<file path="src/rtl/jfcd_pkg.sv">
// Shared constants, codes and control structs for the joint frame change detector.
// No dependencies; every other file in the project imports this package.
package jfcd_pkg;

  localparam int NUM_JOINTS_DEF = 32;
  localparam int ANGLE_BITS_DEF = 16;

  localparam int ID_W       = 5;
  localparam int STATE_W    = 4;
  localparam int ERROR_W    = 8;
  localparam int REASON_W   = 3;
  localparam int AGE_W      = 16;
  localparam int CFG_IDX_W  = 2;
  localparam int CFG_DATA_W = 16;

  localparam logic OP_TICK   = 1'b0;
  localparam logic OP_RECORD = 1'b1;

  localparam logic [CFG_IDX_W-1:0] CFG_ANGLE_THRESHOLD = 2'd0;
  localparam logic [CFG_IDX_W-1:0] CFG_FRESHNESS_LIMIT = 2'd1;

  localparam logic [REASON_W-1:0] REASON_NONE   = 3'd0;
  localparam logic [REASON_W-1:0] REASON_FIRST  = 3'd1;
  localparam logic [REASON_W-1:0] REASON_STATUS = 3'd2;
  localparam logic [REASON_W-1:0] REASON_ANGLE  = 3'd3;
  localparam logic [REASON_W-1:0] REASON_STALE  = 3'd4;

  localparam logic [CFG_DATA_W-1:0] FRESHNESS_RESET = 16'd100;
  localparam logic [AGE_W-1:0]      AGE_MAX         = '1;

  typedef struct packed {
    logic take;
    logic close;
    logic commit;
  } store_ctrl_t;

  typedef struct packed {
    logic pend_hit;
    logic base_hit;
    logic have_base;
  } store_stat_t;

endpackage

</file>
<file path="src/rtl/jfcd_in_if.sv">
// Joint record / tick input channel: valid, ready and one input item.
// Depends on jfcd_pkg for field widths.
interface jfcd_in_if #(parameter int ANGLE_BITS = jfcd_pkg::ANGLE_BITS_DEF);
  import jfcd_pkg::*;

  logic                         valid;
  logic                         ready;
  logic                         opcode;
  logic [ID_W-1:0]              joint_id;
  logic [STATE_W-1:0]           joint_state;
  logic [ERROR_W-1:0]           joint_error;
  logic signed [ANGLE_BITS-1:0] angle;
  logic                         last_in_frame;

  modport source (
    output valid, opcode, joint_id, joint_state, joint_error, angle, last_in_frame,
    input  ready
  );

  modport sink (
    input  valid, opcode, joint_id, joint_state, joint_error, angle, last_in_frame,
    output ready
  );

endinterface

</file>
<file path="src/rtl/jfcd_out_if.sv">
// Frame decision output channel: valid, ready, deliver flag and reason code.
// Depends on jfcd_pkg for field widths.
interface jfcd_out_if;
  import jfcd_pkg::*;

  logic                valid;
  logic                ready;
  logic                deliver;
  logic [REASON_W-1:0] reason;

  modport source (output valid, deliver, reason, input ready);
  modport sink (input valid, deliver, reason, output ready);

endinterface

</file>
<file path="src/rtl/jfcd_cfg_if.sv">
// Configuration write channel: valid, ready, register index and write data.
// Depends on jfcd_pkg for field widths.
interface jfcd_cfg_if;
  import jfcd_pkg::*;

  logic                  valid;
  logic                  ready;
  logic [CFG_IDX_W-1:0]  index;
  logic [CFG_DATA_W-1:0] data;

  modport source (output valid, index, data, input ready);
  modport sink (input valid, index, data, output ready);

endinterface

</file>
<file path="src/rtl/jfcd_joint_store.sv">
// Per-joint pending and baseline storage, double-banked so a frame commit is a bank flip.
// Depends on jfcd_pkg for the control and status structs.
module jfcd_joint_store #(
  parameter int NUM_JOINTS = jfcd_pkg::NUM_JOINTS_DEF,
  parameter int REC_W      = 12 + jfcd_pkg::ANGLE_BITS_DEF,
  localparam int IDX_W     = (NUM_JOINTS > 1) ? $clog2(NUM_JOINTS) : 1
) (
  input  logic                  clk,
  input  logic                  rst,
  input  logic [IDX_W-1:0]      idx,
  input  jfcd_pkg::store_ctrl_t ctrl,
  input  logic [REC_W-1:0]      wr_rec,
  output jfcd_pkg::store_stat_t stat,
  output logic [REC_W-1:0]      base_rec
);
  import jfcd_pkg::*;

  logic [NUM_JOINTS-1:0] pend_valid;
  logic [NUM_JOINTS-1:0] base_valid;
  logic [NUM_JOINTS-1:0] base_sel;
  logic [NUM_JOINTS-1:0] pend_set;
  logic [NUM_JOINTS-1:0] pend_all;
  logic [REC_W-1:0]      bank_a [NUM_JOINTS];
  logic [REC_W-1:0]      bank_b [NUM_JOINTS];

  always_comb begin
    pend_set = '0;
    if (ctrl.take) begin
      pend_set[idx] = 1'b1;
    end
    pend_all = pend_valid | pend_set;
  end

  assign stat.pend_hit  = pend_valid[idx];
  assign stat.base_hit  = base_valid[idx];
  assign stat.have_base = |base_valid;
  assign base_rec       = base_sel[idx] ? bank_b[idx] : bank_a[idx];

  always_ff @(posedge clk) begin
    if (rst) begin
      pend_valid <= '0;
      base_valid <= '0;
      base_sel   <= '0;
    end else begin
      if (ctrl.close) begin
        pend_valid <= '0;
      end else begin
        pend_valid <= pend_all;
      end
      if (ctrl.commit) begin
        base_valid <= pend_all;
        base_sel   <= base_sel ^ pend_all;
      end
    end
  end

  // write the bank that does not hold the baseline for this joint
  always_ff @(posedge clk) begin
    if (ctrl.take) begin
      if (base_sel[idx]) begin
        bank_a[idx] <= wr_rec;
      end else begin
        bank_b[idx] <= wr_rec;
      end
    end
  end

endmodule

</file>
<file path="src/rtl/joint_frame_change_detector_core.sv">
// Joint frame change detector: deadband report-by-exception over frames of joint records.
// Depends on jfcd_pkg, the jfcd_*_if interfaces and jfcd_joint_store.
//
// Usage:
//   rec  - input transactions: opcode 0 is a one millisecond tick, opcode 1 a joint
//          record; last_in_frame on a record closes the frame.
//   res  - one result transaction per closed frame (deliver, reason); ticks and
//          records that do not close a frame give none.
//   cfg  - register writes, always ready: index 0 angle_threshold, 1 freshness_limit_ms;
//          other indexes are ignored. Write only while the block is idle.
// Timing:
//   An accepted transaction is registered, then evaluated from that register against the
//   per-joint store (one indexed read, angle subtract and compare), and a result lands
//   in the output register: res.valid rises once the closing record has passed from the
//   input register to the output register. Throughput is one transaction per cycle,
//   set by the single store access per item, while no held result stalls a closing record.
// Reset (rst, synchronous): clears the baseline, pending frame, hit flags, age counter,
//   both channel valids, and loads register defaults (threshold 0, freshness 100 ms).
// Stall: a result held in the output register while res.ready is low holds the next
//   frame-closing record in the input register and rec.ready drops behind it; ticks and
//   records ahead of that record keep flowing.
module joint_frame_change_detector_core #(
  parameter int NUM_JOINTS = jfcd_pkg::NUM_JOINTS_DEF,
  parameter int ANGLE_BITS = jfcd_pkg::ANGLE_BITS_DEF
) (
  input  logic     clk,
  input  logic     rst,
  jfcd_in_if.sink  rec,
  jfcd_out_if.source res,
  jfcd_cfg_if.sink cfg
);
  import jfcd_pkg::*;

  localparam int IDX_W = (NUM_JOINTS > 1) ? $clog2(NUM_JOINTS) : 1;
  localparam int REC_W = STATE_W + ERROR_W + ANGLE_BITS;
  localparam int DW    = ANGLE_BITS + 1;

  logic                  q_valid;
  logic                  q_op;
  logic [ID_W-1:0]       q_id;
  logic [STATE_W-1:0]    q_state;
  logic [ERROR_W-1:0]    q_error;
  logic [ANGLE_BITS-1:0] q_angle;
  logic                  q_last;

  logic [CFG_DATA_W-1:0] angle_threshold;
  logic [CFG_DATA_W-1:0] freshness_limit;
  logic                  status_hit;
  logic                  angle_hit;
  logic [AGE_W-1:0]      age;

  logic                  out_valid;
  logic                  out_deliver;
  logic [REASON_W-1:0]   out_reason;

  logic                  is_rec;
  logic                  closes;
  logic                  out_free;
  logic                  go;
  logic                  in_range;
  logic [IDX_W-1:0]      idx;
  logic                  take;
  store_ctrl_t           ctrl;
  store_stat_t           stat;
  logic [REC_W-1:0]      base_rec;
  logic [STATE_W-1:0]    base_state;
  logic [ERROR_W-1:0]    base_error;
  logic [ANGLE_BITS-1:0] base_angle;
  logic signed [DW-1:0]  diff;
  logic [DW-1:0]         diff_abs;
  logic                  rec_status;
  logic                  rec_angle;
  logic                  status_now;
  logic                  angle_now;
  logic [REASON_W-1:0]   reason_next;

  jfcd_joint_store #(
    .NUM_JOINTS (NUM_JOINTS),
    .REC_W      (REC_W)
  ) u_store (
    .clk      (clk),
    .rst      (rst),
    .idx      (idx),
    .ctrl     (ctrl),
    .wr_rec   ({q_state, q_error, q_angle}),
    .stat     (stat),
    .base_rec (base_rec)
  );

  assign {base_state, base_error, base_angle} = base_rec;

  always_comb begin
    is_rec   = (q_op == OP_RECORD);
    closes   = is_rec && q_last;
    out_free = !out_valid || res.ready;
    go       = q_valid && (!closes || out_free);
    in_range = 32'(q_id) < NUM_JOINTS;
    idx      = IDX_W'(q_id);
    take     = go && is_rec && in_range && !stat.pend_hit;

    diff     = $signed({q_angle[ANGLE_BITS-1], q_angle})
             - $signed({base_angle[ANGLE_BITS-1], base_angle});
    diff_abs = diff[DW-1] ? DW'(-diff) : DW'(diff);

    rec_status = take && (!stat.base_hit || (base_state != q_state)
                          || (base_error != q_error));
    rec_angle  = take && stat.base_hit
                 && ({{CFG_DATA_W{1'b0}}, diff_abs} > {{DW{1'b0}}, angle_threshold});
    status_now = status_hit || rec_status;
    angle_now  = angle_hit || rec_angle;

    if (!stat.have_base) begin
      reason_next = REASON_FIRST;
    end else if (status_now) begin
      reason_next = REASON_STATUS;
    end else if (angle_now) begin
      reason_next = REASON_ANGLE;
    end else if (age > freshness_limit) begin
      reason_next = REASON_STALE;
    end else begin
      reason_next = REASON_NONE;
    end

    ctrl.take   = take;
    ctrl.close  = go && closes;
    ctrl.commit = go && closes && (reason_next != REASON_NONE);
  end

  assign rec.ready   = !q_valid || go;
  assign res.valid   = out_valid;
  assign res.deliver = out_deliver;
  assign res.reason  = out_reason;
  assign cfg.ready   = 1'b1;

  always_ff @(posedge clk) begin
    if (rst) begin
      q_valid         <= 1'b0;
      out_valid       <= 1'b0;
      angle_threshold <= '0;
      freshness_limit <= FRESHNESS_RESET;
      status_hit      <= 1'b0;
      angle_hit       <= 1'b0;
      age             <= '0;
    end else begin
      if (rec.valid && rec.ready) begin
        q_valid <= 1'b1;
      end else if (go) begin
        q_valid <= 1'b0;
      end

      if (go && !is_rec && (age != AGE_MAX)) begin
        age <= age + 1'b1;
      end else if (ctrl.commit) begin
        age <= '0;
      end

      if (ctrl.close) begin
        status_hit <= 1'b0;
        angle_hit  <= 1'b0;
      end else if (go) begin
        status_hit <= status_now;
        angle_hit  <= angle_now;
      end

      if (ctrl.close) begin
        out_valid <= 1'b1;
      end else if (res.ready) begin
        out_valid <= 1'b0;
      end

      if (cfg.valid) begin
        unique case (cfg.index)
          CFG_ANGLE_THRESHOLD: angle_threshold <= cfg.data;
          CFG_FRESHNESS_LIMIT: freshness_limit <= cfg.data;
          default: ;
        endcase
      end
    end
  end

  always_ff @(posedge clk) begin
    if (rec.valid && rec.ready) begin
      q_op    <= rec.opcode;
      q_id    <= rec.joint_id;
      q_state <= rec.joint_state;
      q_error <= rec.joint_error;
      q_angle <= rec.angle;
      q_last  <= rec.last_in_frame;
    end
    if (ctrl.close) begin
      out_deliver <= ctrl.commit;
      out_reason  <= reason_next;
    end
  end

endmodule

</file>
<file path="src/flat_wrapper.sv">
// flat-port wrapper written by rule: the top's interface ports become plain ports
module joint_frame_change_detector_core_flat import jfcd_pkg::*;
#(
  parameter int NUM_JOINTS = jfcd_pkg::NUM_JOINTS_DEF,
  parameter int ANGLE_BITS = jfcd_pkg::ANGLE_BITS_DEF
)
  (clk, rst, rec_valid, rec_opcode, rec_joint_id, rec_joint_state, rec_joint_error, rec_angle, rec_last_in_frame, rec_ready, res_valid, res_deliver, res_reason, res_ready, cfg_valid, cfg_index, cfg_data, cfg_ready);
  jfcd_in_if #(.ANGLE_BITS(ANGLE_BITS)) rec_i ();
  jfcd_out_if res_i ();
  jfcd_cfg_if cfg_i ();
  input  logic clk;
  input  logic rst;
  input wire logic [$bits(rec_i.valid)-1:0] rec_valid;
  input wire logic [$bits(rec_i.opcode)-1:0] rec_opcode;
  input wire logic [$bits(rec_i.joint_id)-1:0] rec_joint_id;
  input wire logic [$bits(rec_i.joint_state)-1:0] rec_joint_state;
  input wire logic [$bits(rec_i.joint_error)-1:0] rec_joint_error;
  input wire logic [$bits(rec_i.angle)-1:0] rec_angle;
  input wire logic [$bits(rec_i.last_in_frame)-1:0] rec_last_in_frame;
  output wire logic [$bits(rec_i.ready)-1:0] rec_ready;
  output wire logic [$bits(res_i.valid)-1:0] res_valid;
  output wire logic [$bits(res_i.deliver)-1:0] res_deliver;
  output wire logic [$bits(res_i.reason)-1:0] res_reason;
  input wire logic [$bits(res_i.ready)-1:0] res_ready;
  input wire logic [$bits(cfg_i.valid)-1:0] cfg_valid;
  input wire logic [$bits(cfg_i.index)-1:0] cfg_index;
  input wire logic [$bits(cfg_i.data)-1:0] cfg_data;
  output wire logic [$bits(cfg_i.ready)-1:0] cfg_ready;
  assign rec_i.valid = rec_valid;
  assign rec_i.opcode = rec_opcode;
  assign rec_i.joint_id = rec_joint_id;
  assign rec_i.joint_state = rec_joint_state;
  assign rec_i.joint_error = rec_joint_error;
  assign rec_i.angle = rec_angle;
  assign rec_i.last_in_frame = rec_last_in_frame;
  assign rec_ready = rec_i.ready;
  assign res_valid = res_i.valid;
  assign res_deliver = res_i.deliver;
  assign res_reason = res_i.reason;
  assign res_i.ready = res_ready;
  assign cfg_i.valid = cfg_valid;
  assign cfg_i.index = cfg_index;
  assign cfg_i.data = cfg_data;
  assign cfg_ready = cfg_i.ready;
  joint_frame_change_detector_core #(.NUM_JOINTS(NUM_JOINTS), .ANGLE_BITS(ANGLE_BITS)) u_core (.clk(clk), .rst(rst), .rec(rec_i), .res(res_i), .cfg(cfg_i));
endmodule
</file>
<file path="config.mk">
export PLATFORM = sky130hd
export DESIGN_NAME = joint_frame_change_detector_core_flat
export DESIGN_NICKNAME = d
export VERILOG_FILES = /design/src/rtl/jfcd_pkg.sv /design/src/rtl/jfcd_in_if.sv /design/src/rtl/jfcd_out_if.sv /design/src/rtl/jfcd_cfg_if.sv /design/src/rtl/jfcd_joint_store.sv /design/src/rtl/joint_frame_change_detector_core.sv /design/src/flat_wrapper.sv
export SDC_FILE = /design/constraint.sdc
export NUM_CORES = 2
export LEC_CHECK = 0
export ABC_AREA = 1
export ABC_CLOCK_PERIOD_IN_PS = 17000
export BUFFER_PORTS_ARGS = -buffer_cell sky130_fd_sc_hd__buf_4
export CAP_MARGIN = 30
export CORE_MARGIN = 3
export CORE_UTILIZATION = 41
export CTS_CLUSTER_DIAMETER = 120
export DETAILED_ROUTE_END_ITERATION = 8
export HOLD_SLACK_MARGIN = 0.08
export SLEW_MARGIN = 20
export SYNTH_ARGS = -nofsm -noshare
export SYNTH_HDL_FRONTEND = slang
export SYNTH_SLANG_ARGS = --single-unit
</file>
<file path="constraint.sdc">
create_clock -name clk -period 17 [get_ports clk]
set_input_delay 0.85 -clock clk [delete_from_list [all_inputs] [get_ports clk]]
set_output_delay 0.85 -clock clk [all_outputs]
set_load 0.02 [all_outputs]
</file>
==> run summary <==
outcome: complete, no violations
Pleak: 0.0312 µW
MaxCap Viol Count: 0
Startpoint Class: register
CTS tree: built
ys async rst share: 0
cell mode on critical path: nand2_1
Post-CTS Setup Repair Bufs: 0
Reg clk slew, reported paths: 60 ps
final count of negative-setup-slack endpoints: 0
critical path class: reg2reg
ANT nets after route: 0
reg2reg end: u_core.age[0]$_SDFFE_PP0P_
setup tns final: 0 ps
vias in the first global route: 52200
pin count of the biggest net entering global routing: 178
top_reg_cell synth: edfxtp_1
H-tree lvl count: 4
top post-synthesis cells by area: edfxtp_1 68%, nand2_1 6.8%, o21ai_0 4.5%
DP Wirelength: 121 mm
core area: 0.196 mm²
synth unique cells: 44
Clock Latency Late Sink: 830 ps
initial antenna violation count: 6
ANT cells: 0
R2R Setup Slk: 7060 ps
Max clock buf depth: 3
routability-driven placement congestion ratio: 0.899
worst hold path startpoint: rec_angle[12]
Vias/cell: 5.66
height of the die: 450 µm
R2R cell count: 38
relative slew slack: 0.348
CTS Hold Bufs: 0
clock skew: 26.9 ps
Cell Area, Synth: 0.0809 mm²
hold endpoint: u_core.q_angle[12]$_DFFE_PP_
most common cell in the netlist: edfxtp_1
Worst Hold Slack: 203 ps
Area growth, synth to finish: 12.2%
FF+latch count, synth: 1984
synth cell count leaders: 1831 x edfxtp_1, 1462 x nand2_1, 807 x nor2_1, 727 x o21ai_0, 680 x nand3_1
cts repair resizes: 0
DRT iter0 DRCs: 6789
CP required: 17740 ps
FP Rows: 162
type of the worst min-delay path: in2reg
placed cells: 9393
power per cell area: 116 mW/mm²
CP max stage delay: 830 ps
syn nets: 7103
routed via count: 55200
first-pass GRT wire length: 346 mm
RSZ-0062 raised after global routing: false
GRT overflow: 0
Critical Path End Type: register
CTS Buf Count: 196
Initial Utilization: 0.414
die area: 0.203 mm²
Worst Path Arrival: 10680 ps
top cell type's share of synthesized area: 0.680
GRT Overall Usage: 0.227
Die Wd: 450 µm
share of layout cells above drive strength 1: 0.0812
io pins: 65
Post-Synthesis Cells: 6994
Yosys Warn Count: 0
critical path peak fanout: 75
VDD IR max: 0.105 mV
Hold Path Depth: 1
Slew @ Worst Pin: 978 ps
Mean Syn Cell Area: 11.6 µm²
Clk Tree Root Cell: clkbuf_16
Seq/Total Area, Yosys: 0.718
PortBufs: 63
critical path's slowest cell: buf_4
CTS sink cnt: 1984
Post-Route WL: 236 mm
fin crit share: 0.585
area leader, netlist: edfxtp_1
Post-route DRC: 0
drt first pass iters: 8
Slew Limit Fails: 0
number of synthesized flops with an enable pin: 1831
post-route insts no fill: 9754
min Tclk post-route: 9940 ps
final net count: 7078
drt wl/cell: 24.2 µm
final hold viol count: 0
Max Clk Rate: 101 MHz
==> worst max-delay path: cells and delay by family (launching register included) <==
| kind | cells | cell delay [ps] |
|---|---|---|
| xor+xnor | 1 | 150 |
| compound gates | 14 | 2690 |
| buf+inv | 8 | 3910 |
| flops | 1 | 480 |
| fa+ha+maj | 2 | 660 |
| simple gates | 13 | 1830 |
==> report_power, final <==
part	switching (µW)	internal, µW	leakage (µW)
Clock	1840	2330	0.00302
Sequential	21.6	5340	0.0177
Combinational	707	278	0.0105
==> cells by family (layout without fill, tap and decap cells) <==
group                      Yosys count  count (layout)  share of synthesized area
other                                1               1                  0.0000464
adders and majority gates           51              51                    0.00798
AOI/OAI and AO/OA                 1286            1286                     0.0871
DFF                               1984            1984                      0.718
xor gates and xnor gates            53              53                    0.00574
and+or+nand+nor                   3004            3004                      0.151
buffers and inverters              615             751                     0.0301
==> placed cells by master (no fill, tap or decap), types with 44 or more instances in the layout <==
cell / n
ha_1: 50
o21ai_0: 726
clkinv_2: 44
dfxtp_1: 148
inv_1: 160
nand2_1: 1462
o22ai_1: 309
buf_4: 206
a21oi_1: 175
nand3_1: 680
nor2_4: 64
clkbuf_16: 201
xor2_1: 48
nor2_1: 743
edfxtp_1: 1831
clkinv_1: 47
==> cell type report <==
type,instances,area [µm²]
clock inverters,110,816
inverters,175,684
clock buffers,249,5290
well taps,2624,3280
flip-flops and latches,1984,58100
fillers,17500,105000
multi-input cells,4395,20900
repair buffers,217,1720
==> worst max-delay path by stage <==
stage,from,to,depth (start not counted)
after detailed placement,register,u_core.age[2]$_SDFFE_PP0P_,33
after floorplan,register,u_core.u_store.base_valid[0]$_SDFFE_PP0P_,45
final,register,u_core.age[0]$_SDFFE_PP0P_,38
after CTS,register,u_core.age[2]$_SDFFE_PP0P_,38
after global routing,register,u_core.age[2]$_SDFFE_PP0P_,33
after global placement,register,u_core.age[0]$_SDFFE_PP0P_,38
==> per-stage QoR <==
step / total power (µW) / utilization / instance area [µm²] / setup WS (ps)
after detailed placement: 6440 / 0.433 / 84600 / 7220
after global placement: 6430 / 0.432 / 84600 / 7330
after global routing: 10900 / 0.464 / 90800 / 6310
after floorplan: 6110 / - / 80900 / 10420
final: 10500 / 0.464 / 90800 / 7060
after CTS: 10600 / 0.464 / 90700 / 7190
==> state kept, by name, indices dropped and copies added, names as in the netlist, named ones only <==
name and cells:
u_core.angle_hit 1, u_core.q_last 1, u_core.q_state 4, u_core.u_store.base_valid 32, u_core.q_angle 16, u_core.u_store.pend_valid 32, u_core.age 16, u_core.idx 5
u_core.q_valid 1, u_core.u_store.base_sel 32, u_core.res.valid 1, u_core.res.reason 3, u_core.freshness_limit 16, u_core.is_rec 1, u_core.res.deliver 1, u_core.angle_threshold 16
u_core.status_hit 1, u_core.u_store.bank_b 896, u_core.u_store.bank_a 896, u_core.q_error 8
==> routing by layer <==
metal / wire length, µm / global-route usage / vias up
li1: - / - / 25000
met1: 97700 / 0.315 / 27300
met2: 110000 / 0.363 / 2489
met3: 20000 / 0.0375 / 398
met4: 8670 / 0.0793 / 0
met5: 0 / 0 / -
Note: power is estimated with default switching activity, not from simulation.
